$ cat config.mk
export PLATFORM = sky130hd
export DESIGN_NAME = costas_array_cost_evaluator
export DESIGN_NICKNAME = d
export VERILOG_FILES = /design/src/rtl/cace_pkg.sv /design/src/rtl/cace_ram.sv /design/src/rtl/cace_slot.sv /design/src/rtl/costas_array_cost_evaluator.sv
export SDC_FILE = /design/constraint.sdc
export NUM_CORES = 2
export LEC_CHECK = 0
export ABC_CLOCK_PERIOD_IN_PS = 6200
export BUFFER_PORTS_ARGS = -buffer_cell sky130_fd_sc_hd__buf_2
export CORE_AREA = 2 2 340 342
export CTS_CLUSTER_DIAMETER = 120
export DETAILED_ROUTE_END_ITERATION = 12
export DIE_AREA = 0 0 342 344
export GPL_ROUTABILITY_DRIVEN = 1
export PLACE_DENSITY_LB_ADDON = 0.15
export RECOVER_POWER = 25
export SKIP_CTS_REPAIR_TIMING = 1
export SYNTH_ARGS = -nofsm -noshare
export SYNTH_HDL_FRONTEND = slang
export SYNTH_SLANG_ARGS = --single-unit
$ cat constraint.sdc
create_clock -name clk -period 6.2 [get_ports clk]
set_input_delay 1.55 -clock clk [delete_from_list [all_inputs] [get_ports clk]]
set_output_delay 1.55 -clock clk [all_outputs]
set_load 0.005 [all_outputs]
$ cat src/rtl/cace_pkg.sv
// shared constants and types of the costas array cost evaluator
package cace_pkg;

  localparam int MAX_SIZE_DEF = 32;
  localparam int PS_W         = 6;
  localparam int POS_W        = 5;
  localparam int VAL_W        = 6;
  localparam int MODE_W       = 3;
  localparam int COST_W       = 20;
  localparam int ERR_W        = 16;

  localparam logic [PS_W-1:0]   PS_RESET = 6'd8;
  localparam logic [COST_W-1:0] COST_MAX = 20'hFFFFF;
  localparam logic [ERR_W-1:0]  ERR_MAX  = 16'hFFFF;

  typedef enum logic [MODE_W-1:0] {
    MODE_LOAD     = 3'd0,
    MODE_COST     = 3'd1,
    MODE_COST_REC = 3'd2,
    MODE_TRIAL    = 3'd3,
    MODE_COMMIT   = 3'd4,
    MODE_READ     = 3'd5
  } mode_t;

endpackage

$ cat src/rtl/cace_ram.sv
// generic single write port ram with registered read
module cace_ram #(
  parameter int WIDTH = 8,
  parameter int DEPTH = 32
) (
  input  logic                     clk,
  input  logic                     we,
  input  logic [$clog2(DEPTH)-1:0] waddr,
  input  logic [WIDTH-1:0]         wdata,
  input  logic [$clog2(DEPTH)-1:0] raddr,
  output logic [WIDTH-1:0]         rdata
);

  logic [WIDTH-1:0] mem [DEPTH];

  always_ff @(posedge clk) begin
    if (we) begin
      mem[waddr] <= wdata;
    end
    rdata <= mem[raddr];
  end

endmodule

$ cat src/rtl/cace_slot.sv
// difference slot: (a + n - b) modulo twice the store depth
module cace_slot
  import cace_pkg::*;
#(
  parameter int MAX_SIZE = MAX_SIZE_DEF
) (
  input  logic [VAL_W-1:0]                 a,
  input  logic [VAL_W-1:0]                 b,
  input  logic [$clog2(MAX_SIZE+1)-1:0]    n,
  output logic [$clog2(2*MAX_SIZE)-1:0]    slot
);

  localparam int DIFF  = 2 * MAX_SIZE;
  localparam int SW    = $clog2(DIFF);
  localparam int VMAX  = (1 << VAL_W) - 1;
  localparam int OFS   = DIFF * ((VMAX + DIFF - 1) / DIFF);
  localparam int XW    = 10;
  localparam int SH    = 18;
  localparam int RECIP = ((1 << SH) + DIFF - 1) / DIFF;

  logic [XW-1:0]    x;
  logic [XW+SH-1:0] prod;
  logic [XW-1:0]    q;
  logic [XW-1:0]    r;

  // offset is a multiple of the slot count so the sum never goes negative
  assign x    = XW'(a) + XW'(n) + XW'(OFS) - XW'(b);
  // reciprocal multiply, exact for x below 2**XW
  assign prod = (XW+SH)'(x) * (XW+SH)'(RECIP);
  assign q    = prod[XW+SH-1:SH];
  assign r    = x - q * XW'(DIFF);
  assign slot = r[SW-1:0];

endmodule

$ cat src/rtl/costas_array_cost_evaluator.sv
// top level: sequencer, stores and accumulator of the costas array cost evaluator
//
//  channel  | handshake                 | payload
//  ---------+---------------------------+---------------------------------------------
//  config   | config_write              | config_data (problem size)
//  input    | in_valid / in_stall       | mode, position_a, position_b, element_value
//  output   | out_valid / out_stall     | penalty_sum, variable_error
//
// load and unused modes go straight to done; read error goes through the error read state
// evaluation has an init state, a distance state per distance and pair, slot and count
// states per pair of every distance; in record modes each charge (up to 4 on a repeat)
// is an error memory read-modify-write; commit first swaps both positions in the stores
// synchronous reset idles the sequencer, sets the size register to its reset value and
// clears the valid bits of the count and error memories, so no clearing pass is needed
// in_stall stays high from a transfer until its result transfer completes
module costas_array_cost_evaluator
  import cace_pkg::*;
#(
  parameter int MAX_SIZE = MAX_SIZE_DEF
) (
  input  logic               clk,
  input  logic               rst,
  input  logic               config_write,
  input  logic [PS_W-1:0]    config_data,
  input  logic               in_valid,
  output logic               in_stall,
  input  logic [MODE_W-1:0]  mode,
  input  logic [POS_W-1:0]   position_a,
  input  logic [POS_W-1:0]   position_b,
  input  logic [VAL_W-1:0]   element_value,
  output logic               out_valid,
  input  logic               out_stall,
  output logic [COST_W-1:0]  penalty_sum,
  output logic [ERR_W-1:0]   variable_error
);

  localparam int AW   = $clog2(MAX_SIZE);
  localparam int NW   = $clog2(MAX_SIZE + 1);
  localparam int DIFF = 2 * MAX_SIZE;
  localparam int SW   = $clog2(DIFF);
  localparam int PW   = 2 * NW;
  localparam int CW   = AW + 2;

  typedef enum logic [13:0] {
    S_IDLE    = 14'b00000000000001,
    S_SWAP_RD = 14'b00000000000010,
    S_SWAP_WA = 14'b00000000000100,
    S_SWAP_WB = 14'b00000000001000,
    S_INIT    = 14'b00000000010000,
    S_DIST    = 14'b00000000100000,
    S_PAIR    = 14'b00000001000000,
    S_SLOT    = 14'b00000010000000,
    S_CNT     = 14'b00000100000000,
    S_CHG_RD  = 14'b00001000000000,
    S_CHG_WR  = 14'b00010000000000,
    S_ERR_RD  = 14'b00100000000000,
    S_ERR     = 14'b01000000000000,
    S_DONE    = 14'b10000000000000
  } state_t;

  state_t state;

  // control and working registers
  logic [PS_W-1:0]   psize;
  logic [POS_W-1:0]  pa_q;
  logic [POS_W-1:0]  pb_q;
  logic              pa_ok;
  logic              swap_map;
  logic              rec;
  logic [NW-1:0]     n_q;
  logic [AW-1:0]     last_q;
  logic [AW-1:0]     d;
  logic [AW-1:0]     i;
  logic [PW-1:0]     dd;
  logic [PW-1:0]     nn;
  logic [PW-1:0]     pen;
  logic [COST_W-1:0] total;
  logic [ERR_W-1:0]  verr;
  logic [SW-1:0]     slot_q;
  logic [VAL_W-1:0]  va_q;
  logic [3:0]        pend;
  logic [AW-1:0]     chg_pos [4];
  logic [1:0]        chg_sel;
  logic [DIFF-1:0]     cnt_valid;
  logic [MAX_SIZE-1:0] err_valid;

  // memory ports
  logic              st_we;
  logic [AW-1:0]     st_waddr;
  logic [VAL_W-1:0]  st_wdata;
  logic [AW-1:0]     st0_raddr;
  logic [AW-1:0]     st1_raddr;
  logic [VAL_W-1:0]  st0_rd;
  logic [VAL_W-1:0]  st1_rd;
  logic [SW-1:0]     slot_c;
  logic              cnt_we;
  logic [CW-1:0]     cnt_wdata;
  logic [CW-1:0]     cnt_rd;
  logic              err_we;
  logic [AW-1:0]     err_raddr;
  logic [ERR_W-1:0]  err_wdata;
  logic [ERR_W-1:0]  err_rd;

  // combinational helpers
  logic              accept;
  logic [NW-1:0]     n_act;
  logic [NW-1:0]     half;
  logic [AW-1:0]     pa_i;
  logic [AW-1:0]     pb_i;
  logic [AW-1:0]     i_lo;
  logic [1:0]        old_cnt;
  logic [AW-1:0]     first_old;
  logic [COST_W:0]   tsum;
  logic [COST_W-1:0] total_add;
  logic [ERR_W:0]    esum;
  logic [ERR_W-1:0]  e_old;
  logic [1:0]        sel_c;
  logic [3:0]        pend_left;
  logic              last_pair;
  logic              last_dist;

  assign accept    = in_valid && !in_stall;
  assign in_stall  = (state != S_IDLE);
  assign out_valid = (state == S_DONE);
  assign penalty_sum    = total;
  assign variable_error = verr;

  assign pa_i = AW'(pa_q);
  assign pb_i = AW'(pb_q);
  assign i_lo = i - d;

  function automatic logic [AW-1:0] remap(input logic [AW-1:0] p, input logic en,
                                          input logic [AW-1:0] x, input logic [AW-1:0] y);
    logic [AW-1:0] r;
    r = p;
    if (en && p == x) begin
      r = y;
    end else if (en && p == y) begin
      r = x;
    end
    return r;
  endfunction

  // problem size clamped to 2..MAX_SIZE
  always_comb begin
    if (psize < PS_W'(2)) begin
      n_act = NW'(2);
    end else if (int'(psize) > MAX_SIZE) begin
      n_act = NW'(MAX_SIZE);
    end else begin
      n_act = NW'(psize);
    end
    half = (n_act - NW'(1)) >> 1;
  end

  // two copies of the permutation store, one per pair member
  always_comb begin
    st_we    = 1'b0;
    st_waddr = pb_i;
    st_wdata = va_q;
    if (state == S_IDLE) begin
      st_we    = accept && (mode == MODE_LOAD) && (int'(position_a) < MAX_SIZE);
      st_waddr = AW'(position_a);
      st_wdata = element_value;
    end else if (state == S_SWAP_WA) begin
      st_we    = 1'b1;
      st_waddr = pa_i;
      st_wdata = st1_rd;
    end else if (state == S_SWAP_WB) begin
      st_we    = 1'b1;
    end
    if (state == S_SWAP_RD) begin
      st0_raddr = pa_i;
      st1_raddr = pb_i;
    end else begin
      st0_raddr = remap(i_lo, swap_map, pa_i, pb_i);
      st1_raddr = remap(i, swap_map, pa_i, pb_i);
    end
  end

  cace_ram #(.WIDTH(VAL_W), .DEPTH(MAX_SIZE)) u_store0 (
    .clk(clk), .we(st_we), .waddr(st_waddr), .wdata(st_wdata),
    .raddr(st0_raddr), .rdata(st0_rd)
  );

  cace_ram #(.WIDTH(VAL_W), .DEPTH(MAX_SIZE)) u_store1 (
    .clk(clk), .we(st_we), .waddr(st_waddr), .wdata(st_wdata),
    .raddr(st1_raddr), .rdata(st1_rd)
  );

  cace_slot #(.MAX_SIZE(MAX_SIZE)) u_slot (
    .a(st0_rd), .b(st1_rd), .n(n_q), .slot(slot_c)
  );

  // count memory word: first occurrence index over a saturating 0/1/2+ count
  always_comb begin
    old_cnt   = cnt_valid[slot_q] ? cnt_rd[1:0] : 2'd0;
    first_old = cnt_rd[CW-1:2];
    cnt_we    = (state == S_CNT);
    if (old_cnt == 2'd0) begin
      cnt_wdata = {i, 2'd1};
    end else begin
      cnt_wdata = {first_old, 2'd2};
    end
  end

  cace_ram #(.WIDTH(CW), .DEPTH(DIFF)) u_counts (
    .clk(clk), .we(cnt_we), .waddr(slot_q), .wdata(cnt_wdata),
    .raddr(slot_c), .rdata(cnt_rd)
  );

  // pick the lowest pending charge
  always_comb begin
    sel_c = 2'd3;
    if (pend[0]) begin
      sel_c = 2'd0;
    end else if (pend[1]) begin
      sel_c = 2'd1;
    end else if (pend[2]) begin
      sel_c = 2'd2;
    end
    pend_left = pend & ~(4'b0001 << chg_sel);
  end

  always_comb begin
    err_raddr = (state == S_ERR_RD) ? pa_i : chg_pos[sel_c];
    e_old     = err_valid[chg_pos[chg_sel]] ? err_rd : '0;
    esum      = (ERR_W+1)'(e_old) + (ERR_W+1)'(pen);
    err_wdata = esum[ERR_W] ? ERR_MAX : esum[ERR_W-1:0];
    err_we    = (state == S_CHG_WR);
  end

  cace_ram #(.WIDTH(ERR_W), .DEPTH(MAX_SIZE)) u_errors (
    .clk(clk), .we(err_we), .waddr(chg_pos[chg_sel]), .wdata(err_wdata),
    .raddr(err_raddr), .rdata(err_rd)
  );

  // saturating cost accumulator
  always_comb begin
    tsum      = (COST_W+1)'(total) + (COST_W+1)'(pen);
    total_add = (tsum > (COST_W+1)'(COST_MAX)) ? COST_MAX : tsum[COST_W-1:0];
    last_pair = ((NW'(i) + NW'(1)) == n_q);
    last_dist = (d == last_q);
  end

  // config register
  always_ff @(posedge clk) begin
    if (rst) begin
      psize <= PS_RESET;
    end else if (config_write) begin
      psize <= config_data;
    end
  end

  // sequencer
  always_ff @(posedge clk) begin
    if (rst) begin
      state     <= S_IDLE;
      cnt_valid <= '0;
      err_valid <= '0;
      pend      <= '0;
    end else begin
      unique case (state)
        S_IDLE: begin
          if (accept) begin
            pa_q     <= position_a;
            pb_q     <= position_b;
            pa_ok    <= (int'(position_a) < MAX_SIZE);
            total    <= '0;
            verr     <= '0;
            rec      <= 1'b0;
            swap_map <= 1'b0;
            case (mode)
              MODE_COST:     state <= S_INIT;
              MODE_COST_REC: begin
                rec   <= 1'b1;
                state <= S_INIT;
              end
              MODE_TRIAL: begin
                swap_map <= (int'(position_a) < MAX_SIZE) && (int'(position_b) < MAX_SIZE);
                state    <= S_INIT;
              end
              MODE_COMMIT: begin
                rec <= 1'b1;
                if ((int'(position_a) < MAX_SIZE) && (int'(position_b) < MAX_SIZE)) begin
                  state <= S_SWAP_RD;
                end else begin
                  state <= S_INIT;
                end
              end
              MODE_READ: state <= S_ERR_RD;
              default:   state <= S_DONE;
            endcase
          end
        end
        S_SWAP_RD: state <= S_SWAP_WA;
        S_SWAP_WA: begin
          va_q  <= st0_rd;
          state <= S_SWAP_WB;
        end
        S_SWAP_WB: state <= S_INIT;
        S_INIT: begin
          n_q    <= n_act;
          nn     <= PW'(n_act) * PW'(n_act);
          last_q <= (half == '0) ? AW'(1) : AW'(half);
          d      <= AW'(1);
          dd     <= PW'(1);
          if (rec) begin
            for (int k = 0; k < MAX_SIZE; k++) begin
              if (k < int'(n_act)) begin
                err_valid[k] <= 1'b0;
              end
            end
          end
          state <= S_DIST;
        end
        S_DIST: begin
          pen       <= nn - dd;
          cnt_valid <= '0;
          i         <= d;
          state     <= S_PAIR;
        end
        S_PAIR: state <= S_SLOT;
        S_SLOT: begin
          slot_q <= slot_c;
          state  <= S_CNT;
        end
        S_CNT: begin
          cnt_valid[slot_q] <= 1'b1;
          if (old_cnt != 2'd0) begin
            total <= total_add;
          end
          chg_pos[0] <= first_old;
          chg_pos[1] <= first_old - d;
          chg_pos[2] <= i;
          chg_pos[3] <= i_lo;
          if (rec && old_cnt != 2'd0) begin
            pend  <= {2'b11, (old_cnt == 2'd1) && (first_old >= d), old_cnt == 2'd1};
            state <= S_CHG_RD;
          end else if (!last_pair) begin
            i     <= i + AW'(1);
            state <= S_PAIR;
          end else if (!last_dist) begin
            // (d+1)^2 = d^2 + 2d + 1
            d     <= d + AW'(1);
            dd    <= dd + (PW'(d) << 1) + PW'(1);
            state <= S_DIST;
          end else begin
            state <= S_DONE;
          end
        end
        S_CHG_RD: begin
          chg_sel <= sel_c;
          state   <= S_CHG_WR;
        end
        S_CHG_WR: begin
          err_valid[chg_pos[chg_sel]] <= 1'b1;
          pend <= pend_left;
          if (pend_left != '0) begin
            state <= S_CHG_RD;
          end else if (!last_pair) begin
            i     <= i + AW'(1);
            state <= S_PAIR;
          end else if (!last_dist) begin
            d     <= d + AW'(1);
            dd    <= dd + (PW'(d) << 1) + PW'(1);
            state <= S_DIST;
          end else begin
            state <= S_DONE;
          end
        end
        S_ERR_RD: state <= S_ERR;
        S_ERR: begin
          verr  <= (pa_ok && err_valid[pa_i]) ? err_rd : '0;
          state <= S_DONE;
        end
        S_DONE: begin
          if (!out_stall) begin
            state <= S_IDLE;
          end
        end
        default: state <= S_IDLE;
      endcase
    end
  end

endmodule

==> results.json <==
{
  "finalPower_mw": 21.8,
  "required_ns": 6.59,
  "core_area_um2": 114000,
  "area_growth_syn_to_layout_pct": 12.2,
  "start_util": 0.547,
  "grt_pass1_vias": 34300,
  "crit_type": "reg2reg",
  "cts_tree": "done",
  "r2r_setup_slack_ns": 0.32,
  "path_clk_slew_ns": 0.06,
  "hp-class": "reg2reg",
  "clkSinkCount": 1446,
  "rows": 124,
  "synth-edff-count": 1289,
  "ctsLongestPathBuffers": 3,
  "p_clk_frac": 0.409,
  "final_cell_area_um2": 70000,
  "grtUsageTotal": 0.263,
  "max_slew_margin": -1.03,
  "final_layout_size_suffix_gt1_frac": 0.201,
  "cp_cell_sequence": "buf_4 > mux4_2 > or3_1 > o22ai_1 > a31oi_1 > and2_1 > and2_1 > ha_1 > fa_1 > a21o_1 > a21oi_1 > o21bai_1 > a21oi_1 > nor2b_1 > o21a_1 > o31a_1 > o41ai_1 > buf_4 > nand4b_1 > buf_12 > o21ai_2",
  "intPower_mw": 16.7,
  "syn_area_per_cell_um2": 16.3,
  "yosys_most_used_dff": "edfxtp_1",
  "grt_first_pass_wirelength_um": 226000,
  "layout_common_cells": "edfxtp_1, mux4_2, nor2_1, nand2_1, a21oi_1",
  "max_cap_viol_count": 18,
  "dieHeight_um": 344,
  "drc": 0,
  "synth_area_um2": 62300,
  "synth-seq-area-share": 0.671,
  "dr_total_vias": 35000,
  "worstReg2RegEnd": "u_errors.mem[26][6]",
  "fin_crit_ns": 5.88,
  "post-place-ws_ns": 0.363,
  "dieWidth_um": 342,
  "die-area_um2": 118000,
  "dpl_cell_area_um2": 65200,
  "yosys_warnings": 0,
  "cts_buffers": 149,
  "rsz0062_at_grt": "no",
  "finalCritPeriodShare": 0.949,
  "grt_max_degree": 78,
  "worst_r2r_path_depth": 21,
  "hold_depth": 1,
  "wire_per_inst_um": 27.5,
  "hold_violations": 0,
  "async_flop_share": 0,
  "ant_nets": 0,
  "power.share.sequential": 0.503,
  "leakage_nw": 23.2,
  "worstPathMaxFanout": 32,
  "switching_share": 0.232,
  "synthesis.instances": 3820,
  "setup_viol": 0,
  "cts-root-buf": "clkbuf_16",
  "insertion_delay_ns": 0.78,
  "dr.first_iter.drc_count": 3693,
  "n_fill_cell": 8378,
  "outcome": "finished with violations",
  "port-buffer-count": 67,
  "cp-start-kind": "flip-flop",
  "viasPerCell": 6.26,
  "power_density_nw_per_um2": 311,
  "violations": "capacitance limit, slew limit",
  "dp.final_hpwl_um": 98100,
  "p_comb_frac": 0.088,
  "gp_congestion": 0.873,
  "antenna_found_initial": 2,
  "num_io_pins": 68,
  "layout_commonest_cell": "edfxtp_1",
  "p_switching_mw": 5.05,
  "slowest_stage": "mux4_2",
  "fin_tns_setup_ns": 0,
  "slowest_delay_ns": 0.64,
  "htreeDepth": 4,
  "yosys.cell_types.count": 80,
  "worst_pin_slew_ns": 3.05,
  "vdd_drop_max_mv": 0.277,
  "fin_util": 0.614,
  "final.setup_skew_ns": 0.0484,
  "ys_ff_latch": 1446,
  "drv_slew": 419,
  "holdPathEnd": "cnt_valid[26]",
  "dr.pass1.iters": 6,
  "timing.final.ws_setup_ns": 0.315,
  "totalWireLength_um": 154000,
  "clock.fmax_ghz": 0.170,
  "hold_start": "cnt_valid[26]",
  "grt-ovfl-total": 0,
  "nets": 4075,
  "critical_path_arrival_ns": 6.27,
  "cp-end-kind": "flip-flop"
}
routing by layer:
| metal | track usage | vias to the layer above | routed length (µm) |
|---|---|---|---|
| li1 | - | 15300 | - |
| met1 | 0.378 | 18000 | 64200 |
| met2 | 0.417 | 1389 | 73600 |
| met3 | 0.0432 | 262 | 11300 |
| met4 | 0.0817 | 2 | 4540 |
| met5 | 0 | - | 10 |
registers in the layout, summed over array words and instances (netlist names), 6 cells and up, named ones only:
register        count
chg_pos            20
cnt_valid          64
dd                 12
err_valid          32
n_q                 6
nn                 10
pen                12
penalty_sum        20
psize               6
slot_q              6
state              14
u_counts.mem      448
u_counts.rdata      7
u_errors.mem      512
u_errors.rdata     16
u_store0.mem      192
u_store0.rdata      6
u_store1.rdata      6
va_q                6
variable_error     16
synthesized netlist by cell type (17+ instances only):
| cell type | number | area, µm² |
|---|---|---|
| a211oi_1 | 49 | 368 |
| a21o_1 | 23 | 173 |
| a21oi_1 | 169 | 846 |
| a22o_1 | 24 | 210 |
| a22oi_1 | 36 | 270 |
| a31oi_1 | 42 | 263 |
| and2_1 | 38 | 238 |
| buf_1 | 48 | 180 |
| buf_2 | 18 | 90.1 |
| clkbuf_1 | 136 | 510 |
| dfxtp_1 | 157 | 3140 |
| edfxtp_1 | 1289 | 38700 |
| fa_1 | 17 | 340 |
| ha_1 | 74 | 926 |
| inv_1 | 101 | 379 |
| mux2_2 | 58 | 653 |
| mux2i_1 | 136 | 1360 |
| mux4_2 | 341 | 7680 |
| nand2_1 | 204 | 766 |
| nand3_1 | 37 | 185 |
| nor2_1 | 276 | 1040 |
| nor2b_1 | 37 | 231 |
| nor3_1 | 28 | 140 |
| o211ai_1 | 30 | 225 |
| o21a_1 | 75 | 563 |
| o21ai_0 | 81 | 405 |
| xnor2_1 | 63 | 552 |
| xor2_1 | 34 | 298 |
power groups by stage:
stage	Combinational [mW]	Clock [mW]	Sequential [mW]
6_report	1.92	8.90	10.9
5_1_grt	2.07	9.40	10.9
4_1_cts	1.93	9.03	10.9
3_5_place_dp	1.92	0	11.2
3_3_place_gp	1.90	0	11.2
2_1_floorplan	1.21	0	11.1
kinds of logic after synthesis:
kind of cell	share of synthesized area
xor+xnor	0.0151
compound gates	0.0645
flops	0.671
fa+ha+maj	0.0203
buf+inv	0.0196
other cells	0.000120
mux	0.156
simple gates	0.0536
worst max-delay path: cells and delay by family (launching register included):
| kind | cells | cell delay (ns) |
|---|---|---|
| and+or+nand+nor | 5 | 1.29 |
| adders and majority gates | 2 | 0.61 |
| DFF | 1 | 0.39 |
| buffers and inverters | 3 | 0.59 |
| AOI/OAI and AO/OA | 10 | 1.97 |
| muxes | 1 | 0.64 |
through the flow:
step	std cells	hold WS, ns
global placement	5309	0.442
CTS	5584	0.464
global route	5590	0.482
floorplan	3823	0.408
detailed placement	5309	0.450
finish	5591	0.465
area by class of cell:
type                    instances  area [µm²]  area share
clock inverters                77         808      0.0116
multi-input cells            2068       19600       0.280
inverters                     102         383     0.00547
flip-flops and latches       1446       41900       0.598
clock buffers                 198        4080      0.0584
repair buffers                187        1370      0.0195
well taps                    1512        1890      0.0270
diodes                          1        2.50   0.0000358
worst max-delay path by stage:
stage | cells after the start | from | end
6_report | 21 | flip-flop | u_errors.mem[26][6]
5_1_grt | 21 | flip-flop | u_errors.mem[0][6]
4_1_cts | 20 | flip-flop | u_errors.mem[19][13]
3_5_place_dp | 20 | flip-flop | u_errors.mem[30][6]
3_3_place_gp | 20 | flip-flop | u_errors.mem[31][6]
2_1_floorplan | 22 | flip-flop | u_errors.mem[0][13]
Note: power is estimated with default switching activity, not from simulation.
